===== config.mk =====
export PLATFORM = sky130hd
export DESIGN_NAME = ntms_relay_pick
export DESIGN_NICKNAME = d
export VERILOG_FILES = /design/src/rtl/ntms_pkg.sv /design/src/rtl/ntms_relay_pick.sv
export SDC_FILE = /design/constraint.sdc
export NUM_CORES = 1
export LEC_CHECK = 0
export ABC_AREA = 1
export BUFFER_PORTS_ARGS = -buffer_cell sky130_fd_sc_hd__buf_2
export CORE_ASPECT_RATIO = 1.5
export CORE_UTILIZATION = 45
export DETAILED_ROUTE_END_ITERATION = 10
export GPL_TIMING_DRIVEN = 0
export PLACE_DENSITY = 0.69
export SETUP_SLACK_MARGIN = 0.2
export SLEW_MARGIN = 20
export SYNTH_ARGS = -nofsm -noshare
export SYNTH_HDL_FRONTEND = slang
export SYNTH_SLANG_ARGS = --single-unit
export TNS_END_PERCENT = 100

===== constraint.sdc =====
create_clock -name clock -period 13.7 [get_ports clock]
set_clock_uncertainty 0.05 [all_clocks]
set_input_delay 1.37 -clock clock [delete_from_list [all_inputs] [get_ports clock]]
set_output_delay 1.37 -clock clock [all_outputs]
set_load 0.01 [all_outputs]

===== src/rtl/ntms_pkg.sv =====
package ntms_pkg;

   localparam int NTMS_MAX_NODES = 64;
   localparam int NODE_ID_W = 6;
   localparam int SET_W = 64;
   localparam int SET_LOG2 = $clog2(SET_W);
   localparam int TIME_W = 32;
   localparam int AGE_W = 8;
   localparam int COUNT_W = SET_LOG2 + 1;

   localparam logic [AGE_W-1:0] MAX_AGE_RESET = AGE_W'(3);

   localparam logic [1:0] OP_HELLO = 2'd0;
   localparam logic [1:0] OP_TICK = 2'd1;
   localparam logic [1:0] OP_PICK = 2'd2;
   localparam logic [1:0] OP_QUERY = 2'd3;

   // One table entry as it leaves the memory, already stripped of covered ids.
   typedef struct packed {
      logic vld;
      logic [NODE_ID_W-1:0] idx;
      logic [SET_W-1:0] set;
   } ntms_cand_type;

   // Best entry found so far in the current selection round.
   typedef struct packed {
      logic [COUNT_W-1:0] cnt;
      logic [NODE_ID_W-1:0] idx;
      logic [SET_W-1:0] set;
   } ntms_best_type;

   // Adder tree population count, one level of independent adds per pass.
   function automatic logic [COUNT_W-1:0] ntms_popcount(input logic [SET_W-1:0] v);
      logic [COUNT_W-1:0] sum [SET_W];
      int lvl;
      int k;
      for (k = 0; k < SET_W; k++) begin
         sum[k] = COUNT_W'(v[k]);
      end
      for (lvl = 1; lvl <= SET_LOG2; lvl++) begin
         for (k = 0; k < (SET_W >> lvl); k++) begin
            sum[k] = sum[2*k] + sum[2*k+1];
         end
      end
      return sum[0];
   endfunction

endpackage


===== src/rtl/ntms_relay_pick.sv =====
module ntms_relay_pick
   import ntms_pkg::*;
(
   input  logic clock,
   input  logic reset,
   input  logic clear,
   input  ntms_cand_type cand,
   output ntms_best_type best
);

   logic s1_vld_ff;
   logic s1_vld_in;
   logic [COUNT_W-1:0] s1_cnt_ff;
   logic [COUNT_W-1:0] s1_cnt_in;
   logic [NODE_ID_W-1:0] s1_idx_ff;
   logic [SET_W-1:0] s1_set_ff;
   ntms_best_type best_ff;
   ntms_best_type best_in;

   assign s1_vld_in = cand.vld && !clear;
   assign s1_cnt_in = ntms_popcount(cand.set);

   always_ff @(posedge clock) begin
      if (reset) begin
         s1_vld_ff <= 1'b0;
      end else begin
         s1_vld_ff <= s1_vld_in;
      end
   end

   always_ff @(posedge clock) begin
      s1_cnt_ff <= s1_cnt_in;
      s1_idx_ff <= cand.idx;
      s1_set_ff <= cand.set;
   end

   // Entries arrive in ascending id order, so a strict compare keeps the
   // lowest id among equal counts.
   always_comb begin
      best_in = best_ff;
      priority if (clear) begin
         best_in = '0;
      end else if (s1_vld_ff && (s1_cnt_ff > best_ff.cnt)) begin
         best_in.cnt = s1_cnt_ff;
         best_in.idx = s1_idx_ff;
         best_in.set = s1_set_ff;
      end
   end

   always_ff @(posedge clock) begin
      if (reset) begin
         best_ff <= '0;
      end else begin
         best_ff <= best_in;
      end
   end

   assign best = best_ff;

endmodule


==> results_dict.tcl, run 1 <==
set metrics [dict create \
    end_kind "flop" \
    ios 151 \
    ctsRootBufferMaster "clkbuf_16" \
    clock_path_buffers 2 \
    yosysTopAreaCell "dfxtp_1" \
    internal-power_mw 1.51 \
    async_reset_ff_share_pct 0 \
    ys_seq_elements 155 \
    synth.top_cell.area_share_pct 43.0 \
    clkTransAtPathRegs_ns 0.06 \
    p_sw_mw 1.15 \
    nets 1116 \
    drt-initial-drc-count 113 \
    irDropWorstVdd_mv 0.306 \
    grt_max_degree 17 \
    ctsHoldBuffers 0 \
    pre_cts_ws_ns 6.72 \
    fin_crit_ns 6.51 \
    switching_share_pct 43.3 \
    fin_tns_setup_ns 0 \
    postCtsSetupRepairBufs 0 \
    hold_class "reg -> reg" \
    area_delta_synth_final_pct 22.7 \
    timing.rr.start "best[74]$_SDFFE_PP0P_" \
    htree_levels 4 \
    vias 5331 \
    maxCapViolations 0 \
    min_period_over_period_pct 47.5 \
    synth_flop_cell "dfxtp_1" \
    via_per_inst 4.51 \
    yosys-top-cells-area "dfxtp_1 (43%), fa_1 (15%), inv_1 (9.5%)" \
    hpwl_um 11900 \
    worst_slack_ns 7.19 \
    grt_usage_pct 19.5 \
    syn-num-nets 947 \
    crit_required_ns 13.95 \
    synth_cells 797 \
    clockPowerShare_pct 18.9 \
    min_from "best[4]$_SDFFE_PP0P_" \
    overflow 0 \
    die_x_um 105 \
    setup_viol 0 \
    final_util_pct 56.4 \
    seq_area_frac_synth_pct 43.0 \
    multi_input_area_mm2 0.00313 \
    final_hold_viol_count 0 \
    numCtsBuffers 17 \
    synth_warnings 0 \
    yosysUniqueCellTypes 26 \
    reg2reg_to "best[42]$_SDFFE_PP0P_" \
    filler_cell_count 1465 \
    cts_sinks 155 \
    min_to "best[4]$_SDFFE_PP0P_" \
    syn-mean-instance-area_um2 9.06 \
    rows 56 \
    critPathMaxFanout 2 \
    grt_pass1_wl_um 24500 \
    ff2ff_setup_slack_ns 11.78 \
    cp.arrival_ns 6.77 \
    cts_resized 0 \
    post-route-drc-count 0 \
    grt_antenna_before_repair 0 \
    p_comb_share_pct 60.9 \
    holdPathStages 2 \
    pwr-share-seq_pct 20.1 \
    r2r_cells 10 \
    globalplace.congestion 0.781 \
    synth_edf_count 0 \
    rsz0062_at_grt "false" \
    slew_headroom_pct 58.4 \
    cts_tree "yes" \
    power_density_mw_per_mm2 300 \
    tightest_slew_ns 0.622 \
    drtAntennaViolNets 0 \
    dr.pass1.iters 4 \
    cp-start-kind "primary input" \
    port-buffer-count 150 \
    dieArea_mm2 0.0166 \
    outcome "complete, no violations" \
    core_mm2 0.0157 \
    syn-cell-area_mm2 0.00722 \
    leakagePower_nw 4.45 \
    slew_violations 0 \
    routed_wirelength_um 15600 \
    path_class "in -> reg" \
    seq_area_mm2 0.00310 \
    die_h_um 157 \
    initial_core_util_pct 46.0 \
    clk_latency_ns 0.42 \
    fmax_mhz 154 \
    drive_gt1_share_pct 28.6 \
    first_global_vias 5058 \
    wl_per_cell_um 13.2 \
]
==> per-layer routing <==
metal | routed length [um] | global-route usage (%)
met2 | 8220 | 35.1
met4 | 442 | 9.79
met1 | 6370 | 21.9
met5 | 0 | 0
met3 | 607 | 3.85
==> layout make-up <==
class	instances	area share, %
timing repair buffer	150	8.48
inverter	183	7.76
clock inverter	12	2.12
clock buffer	19	5.00
sequential	155	35.0
buffer	41	3.35
antenna	1	0.0283
tap	203	2.87
multi-input combinational	418	35.4
==> kinds of logic (layout without fill, tap and decap cells) <==
| family | count (synthesis) | after routing | synth area share [%] |
|---|---|---|---|
| simple gates | 252 | 252 | 14.8 |
| buf+inv | 224 | 405 | 13.6 |
| flops | 155 | 155 | 43.0 |
| compound gates | 86 | 86 | 9.31 |
| fa+ha+maj | 76 | 76 | 18.8 |
| xor+xnor | 4 | 4 | 0.485 |
| other cells | 0 | 1 | 0 |
==> layout by cell type, fill, tap and decap left out <==
cell type   synthesis  routed
a21oi_2            61      61
o21bai_1            1       1
nand2_2             1       1
a21boi_2            1       1
buf_2              18     168
nand2_1            88      88
buf_8               1       1
clkbuf_16           0      17
nor3b_1             1       1
clkbuf_8            0       1
buf_4               1       1
buf_6              14      14
xor2_1              3       3
nand4_1             1       1
dfxtp_1           155     155
bufinv_16           0       4
a21oi_1            21      21
clkbuf_1            7       8
nand3_1            80      80
fa_1               54      54
inv_8               0       1
diode_2             0       1
inv_2               1       1
nor2_4              1       1
a31oi_1             1       1
ha_1               22      22
clkinvlp_4          0       4
nand2_4             1       1
inv_6               0       3
nor2_1             79      79
inv_1             182     182
xnor2_1             1       1
a21o_1              1       1
==> worst max-delay path, stage by stage <==
cell      delay (ns)
buf_2           0.09
inv_1           0.05
fa_1            0.54
inv_1           0.05
fa_1            0.42
fa_1            0.56
inv_1           0.06
fa_1            0.53
inv_1           0.05
fa_1            0.53
fa_1            0.45
fa_1            0.55
inv_1           0.06
fa_1            0.53
inv_1           0.07
fa_1            0.46
nand3_1         0.10
nand2_1         0.08
a21oi_1         0.13
o21bai_1        0.07
==> flip-flops by register name, summed over array words and instances (netlist names) <==
| register | cells |
|---|---|
| s1_idx_ff | 6 |
| s1_cnt_ff | 7 |
| best | 77 |
| s1_set_ff | 64 |
| s1_vld_ff | 1 |
==> worst max-delay path by stage <==
stage                         from  cells past startpoint  slack, ns                    to
after CTS                 cand[35]                     20       7.16  s1_cnt_ff[6]$_DFF_P_
final                     cand[35]                     20       7.19  s1_cnt_ff[6]$_DFF_P_
after global routing      cand[35]                     20       6.98  s1_cnt_ff[6]$_DFF_P_
after global placement    cand[35]                     20       6.74  s1_cnt_ff[6]$_DFF_P_
after floorplan           cand[35]                     19       7.10  s1_cnt_ff[6]$_DFF_P_
after detailed placement  cand[35]                     20       6.72  s1_cnt_ff[6]$_DFF_P_
==> metrics by stage <==
step | total power, mW | std cells | area [um2] | hold slack (ns)
floorplan | 1.83 | 797 | 7220 | 0.452
global placement | 2.14 | 1150 | 8220 | 0.408
detailed placement | 2.15 | 1150 | 8220 | 0.415
CTS | 2.69 | 1181 | 8850 | 0.430
global route | 2.95 | 1181 | 8850 | 0.451
finish | 2.65 | 1182 | 8860 | 0.424
==> power by group through the flow <==
stage | Sequential (mW) | Combinational [mW] | Clock [mW]
6_report | 0.534 | 1.62 | 0.502
3_3_place_gp | 0.543 | 1.60 | 0
4_1_cts | 0.534 | 1.65 | 0.512
5_1_grt | 0.537 | 1.88 | 0.530
3_5_place_dp | 0.543 | 1.60 | 0
2_1_floorplan | 0.545 | 1.28 | 0
==> cells in the mapped netlist (3+ instances only) <==
cell	count
a21oi_1	21
a21oi_2	61
buf_2	18
buf_6	14
clkbuf_1	7
dfxtp_1	155
fa_1	54
ha_1	22
inv_1	182
nand2_1	88
nand3_1	80
nor2_1	79
xor2_1	3
(Power assumes the default switching activity.)
==> run 2: changes to the inputs <==
- ABC_AREA: 1 -> 0
- PLACE_DENSITY: 0.69 -> 0.72
- clock period: 13.7 -> 5.8 ns (I/O delays scaled with it)
==> results_dict.tcl, run 2 <==
set metrics [dict create \
    outcome "complete, no violations" \
    area_delta_synth_final_pct 25.8 \
    crit_required_ns 6.06 \
    drt-initial-drc-count 112 \
    multi_input_area_mm2 0.00293 \
    switching_share_pct 38.6 \
    slew_violations 0 \
    nets 943 \
    syn-cell-area_mm2 0.00651 \
    critPathMaxFanout 2 \
    hold_class "in -> reg" \
    routed_wirelength_um 14100 \
    die_x_um 100 \
    pre_cts_ws_ns -0.479 \
    yosysUniqueCellTypes 26 \
    ctsRootBufferMaster "clkbuf_16" \
    yosysTopAreaCell "dfxtp_1" \
    vias 4533 \
    dieArea_mm2 0.0150 \
    die_h_um 149 \
    maxCapViolations 0 \
    end_kind "flop" \
    clockPowerShare_pct 18.0 \
    tightest_slew_ns 0.666 \
    path_class "in -> reg" \
    netlist_top_cells_count "dfxtp_1 (155), nand2_1 (154), inv_1 (102)" \
    cp-start-kind "primary input" \
    p_comb_share_pct 62.1 \
    core_mm2 0.0141 \
    dp.cells 961 \
    synth_warnings 0 \
    grt_usage_pct 20.0 \
    synthMostInstantiatedCell "dfxtp_1" \
    dr.pass1.iters 4 \
    cts_sinks 155 \
    drive_gt1_share_pct 25.3 \
    n_antenna_cell 0 \
    async_reset_ff_share_pct 0 \
    ys_seq_elements 155 \
    syn-num-nets 769 \
    first_global_vias 4618 \
    via_per_inst 4.55 \
    initial_core_util_pct 46.3 \
    power_density_mw_per_mm2 756 \
    largest_reg_flops 77 \
    numCtsBuffers 17 \
    synth.top_cell.area_share_pct 47.6 \
    globalplace.congestion 0.778 \
    rsz0062_at_grt "true" \
    internal-power_mw 3.81 \
    leakagePower_nw 3.87 \
    min_period_over_period_pct 98.9 \
    syn-mean-instance-area_um2 10.5 \
    mostFrequentLayoutCell "dfxtp_1" \
    irDropWorstVdd_mv 0.918 \
    fin_hold_ws_ns 0.207 \
    synth_cells 619 \
    fin_crit_ns 5.73 \
    stdcell_area_mm2 0.00820 \
    clk_latency_ns 0.42 \
    rows 53 \
    setup_viol 0 \
    hpwl_um 10800 \
    synth_flop_cell "dfxtp_1" \
    final_hold_viol_count 0 \
    finalNonFillerCells 997 \
    wl_per_cell_um 14.1 \
    grt_max_degree 17 \
    cp.arrival_ns 5.99 \
    final_cell_mix "dfxtp_1 (155), nand2_1 (154), buf_2 (153)" \
    overflow 0 \
    p_sw_mw 2.39 \
    fmax_mhz 174 \
    htree_levels 4 \
    clkTransAtPathRegs_ns 0.06 \
    port-buffer-count 150 \
    slew_headroom_pct 55.6 \
    cts_tree "yes" \
    placed_area_mm2 0.00753 \
    grt_pass1_wl_um 22400 \
    synth_edf_count 0 \
    seq_area_frac_synth_pct 47.6 \
    clock_path_buffers 2 \
    post-route-drc-count 0 \
    worst_slack_ns 0.0653 \
    ios 151 \
    yosys-top-cells-area "dfxtp_1 (48%), fa_1 (17%), mux2i_1 (12%)" \
    grt_antenna_before_repair 0 \
    pwr-share-seq_pct 19.9 \
    power.total_mw 6.19 \
    seq_area_mm2 0.00310 \
    drtAntennaViolNets 0 \
    filler_cell_count 1251 \
]
run 2: cell types whose count changed after synthesis, sizes merged, moves of 2 or more:
cell,before,now
inv,183,102
a21oi,82,4
nand3,80,2
mux2i,0,77
nor2,80,4
nand2,90,154
buf,34,9
clkbuf,7,17
a21o,1,3
nand3b,0,2
o21ai,0,2
xor2,3,1
run 2: worst paths after layout:
check / startpoint / end / slack, ns / cells after the start
max: cand[39] / s1_cnt_ff[6]$_DFF_P_ / 0.07 / 19
min: cand[65] / s1_idx_ff[1]$_DFF_P_ / 0.21 / 1
max reg2reg: best[74]$_SDFFE_PP0P_ / best[73]$_SDFFE_PP0P_ / 3.72 / 9
min reg2reg: s1_set_ff[55]$_DFF_P_ / best[55]$_SDFFE_PP0P_ / 0.39 / 2
run 2: kinds of logic (layout without fill, tap and decap cells):
logic type / after synthesis / after routing / synth area share (%)
compound gates: 14 / 14 / 1.50
xor+xnor: 3 / 3 / 0.403
fa+ha+maj: 76 / 76 / 20.8
buf+inv: 128 / 314 / 7.93
flops: 155 / 155 / 47.6
mux: 77 / 77 / 11.8
simple gates: 166 / 166 / 9.89
run 2: metrics by stage:
step                util (%)  TNS [ns]
global route            58.3   -0.0385
detailed placement      53.6    -0.937
finish                  58.3         0
CTS                     57.9         0
floorplan                  -   -0.0685
global placement        53.6    -0.775
run 2: power by group through the flow:
stage,Combinational [mW],Sequential (mW),Clock (mW)
final,3.85,1.24,1.11
after global routing,4.38,1.24,1.18
after CTS,3.57,1.24,1.13
after detailed placement,3.25,1.26,0
after global placement,3.21,1.26,0
after floorplan,2.68,1.26,0
run 2: what timing repair did:
item	4_1_cts	5_1_grt
endpoints found under the setup margin	2	3
setup buffers	3	2
gates resized for setup	5	8
hold buffers	0	0
pin swaps	15	5
run 2: metal layers:
metal	GRT usage [%]	up-vias	share of wire, %
li1	-	2223	-
met1	21.6	2182	39
met2	36.3	100	55
met3	4.17	28	3.3
met4	10.6	0	3.4
met5	0	-	0
run 2: area by class of cell:
class                      instances  share of cell area [%]
sequential                       155                    37.9
multi-input combinational        336                    35.7
timing repair buffer             155                    9.91
clock buffer                      24                    5.75
inverter                         102                    4.79
tap                              192                    2.93
buffer                            26                    1.63
clock inverter                     7                    1.40
run 2: critical path, stage by stage:
cell	delay (ns)
buf_8	0.08
inv_4	0.03
fa_1	0.54
inv_2	0.04
fa_2	0.52
inv_2	0.04
fa_1	0.58
fa_1	0.45
fa_1	0.49
fa_1	0.56
fa_1	0.44
fa_1	0.54
inv_2	0.05
ha_4	0.16
fa_2	0.34
a21o_1	0.18
a21oi_2	0.15
o21bai_1	0.09
a21o_1	0.15
==> run 3: changes to the inputs <==
- CTS_BUF_LIST: default -> sky130_fd_sc_hd__clkbuf_16
==> results_dict.tcl, run 3 (synthesis gave the netlist of run 2 again) <==
set metrics [dict create \
    leakagePower_nw 3.88 \
    n_antenna_cell 0 \
    path_buf_inv 5 \
    slew_violations 0 \
    outcome "complete, no violations" \
    path_class "in -> reg" \
    area_delta_synth_final_pct 25.5 \
    irDropWorstVdd_mv 0.920 \
    reg2reg_to "best[73]$_SDFFE_PP0P_" \
    grt_max_degree 17 \
    rsz0062_at_grt "true" \
    dp.cells 961 \
    filler_cell_count 1253 \
    clk_latency_ns 0.42 \
    die_x_um 100 \
    ff2ff_setup_slack_ns 3.71 \
    dieArea_mm2 0.0150 \
    globalplace.congestion 0.778 \
    cts_tree "yes" \
    ios 151 \
    initial_core_util_pct 46.3 \
    ctsHoldBuffers 0 \
    end_kind "flop" \
    grt_antenna_before_repair 0 \
    die_h_um 149 \
    grt_pass1_wl_um 22400 \
    core_mm2 0.0141 \
    fin_tns_setup_ns 0 \
    rows 53 \
    overflow 0 \
    min_to "s1_idx_ff[3]$_DFF_P_" \
    slew_headroom_pct 55.3 \
    worstPathCellList "buf_8, inv_4, fa_1, inv_2, fa_2, inv_2, fa_1, fa_1, fa_1, fa_1, fa_1, fa_1, inv_2, ha_4, fa_2, a21o_1, a21oi_2, o21bai_1, a21o_1" \
    setup_viol 0 \
    critPathMaxFanout 2 \
    first_global_vias 4620 \
    fmax_mhz 174 \
    finalNonFillerCells 997 \
    final_hold_viol_count 0 \
    crit_top_cell "fa_1" \
    hpwl_um 10800 \
    drive_gt1_share_pct 25.1 \
    drtAntennaViolNets 0 \
    min_from "cand[67]" \
    nets 943 \
    maxCapViolations 0 \
    stdcell_area_mm2 0.00818 \
    cp.arrival_ns 6.01 \
    hold_class "in -> reg" \
    critical_path.top_delay_family "adder cells" \
    ctsRootBufferMaster "clkbuf_16" \
    fin_crit_ns 5.75 \
    cts_sinks 155 \
    mostFrequentLayoutCell "dfxtp_1" \
    cp_slowest_cell "fa_1" \
    dr.pass1.iters 5 \
    wl_per_cell_um 14.1 \
    placed_area_mm2 0.00753 \
    min_period_over_period_pct 99.2 \
    htree_levels 4 \
    numCtsBuffers 17 \
    largest_reg_flops 77 \
    clkTransAtPathRegs_ns 0.06 \
    vias 4537 \
    final_cell_mix "dfxtp_1 (155), nand2_1 (154), buf_2 (153)" \
    multi_input_area_mm2 0.00293 \
    holdPathStages 1 \
    seq_area_mm2 0.00310 \
    drt-initial-drc-count 97 \
    power.total_mw 6.17 \
    worst_slack_ns 0.0472 \
    tightest_slew_ns 0.670 \
    power_density_mw_per_mm2 754 \
    routed_wirelength_um 14100 \
    cp_slowest_stage_delay_ns 0.58 \
    crit_required_ns 6.06 \
    port-buffer-count 150 \
    clock_path_buffers 2 \
    via_per_inst 4.55 \
    grt_usage_pct 20.0 \
    cp-start-kind "primary input" \
    r2r_cells 9 \
    post-route-drc-count 0 \
    pre_cts_ws_ns -0.479 \
    timing.rr.start "best[74]$_SDFFE_PP0P_" \
]
run 3: changes by cell type in the layout (fill, tap and decap cells not counted):
cell | previous run | this run
clkbuf_1 | 22 | 17
inv_1 | 95 | 100
clkbuf_8 | 2 | 0
clkinv_1 | 0 | 2
run 3: per-layer routing:
layer	up-vias	track usage (%)	wire, um
met5	-	0	0
met3	28	4.17	513
met4	0	10.4	452
met1	2183	21.6	5360
met2	107	36.4	7740
li1	2219	-	-
run 3: how the worst max path moves through the flow:
stage,to,start,cells past startpoint,slack [ns]
floorplan,s1_cnt_ff[6]$_DFF_P_,cand[35],18,-0.07
global placement,s1_cnt_ff[6]$_DFF_P_,cand[35],19,-0.43
detailed placement,s1_cnt_ff[6]$_DFF_P_,cand[35],19,-0.48
CTS,s1_cnt_ff[6]$_DFF_P_,cand[39],19,0.06
global route,s1_cnt_ff[6]$_DFF_P_,cand[39],19,-0.04
finish,s1_cnt_ff[6]$_DFF_P_,cand[39],19,0.05
run 3: power breakdown:
group	internal, mW	total (mW)	switching (mW)
sequential	1.21	1.24	0.0298
combinational	1.90	3.85	1.95
clock	0.660	1.08	0.415
run 3: final cells by class:
cell class / count / area share (%)
timing repair buffer: 155 / 9.93
inverter: 102 / 4.80
tap: 192 / 2.94
clock inverter: 14 / 1.73
clock buffer: 17 / 5.20
buffer: 26 / 1.64
multi-input combinational: 336 / 35.8
sequential: 155 / 37.9
run 3: timing repair:
action | 4_1_cts | 5_1_grt
endpoints found under the setup margin | 2 | 3
buffers inserted | 3 | 2
pin swaps | 15 | 5
gates resized for setup | 5 | 8
run 3: worst register-to-register path, cell delays in order (launching register included):
cell and delay, ns:
dfxtp_1 0.35, inv_1 0.05, ha_1 0.31, nand4_1 0.12, a21oi_1 0.14, o31a_1 0.15
buf_2 0.21, buf_6 0.22, buf_6 0.20, mux2i_1 0.22
run 3: through the flow:
step	utilization, %	hold WS, ns
after CTS	57.8	0.195
after floorplan	-	0.374
final	58.2	0.207
after detailed placement	53.6	0.381
after global placement	53.6	0.375
after global routing	58.2	0.192
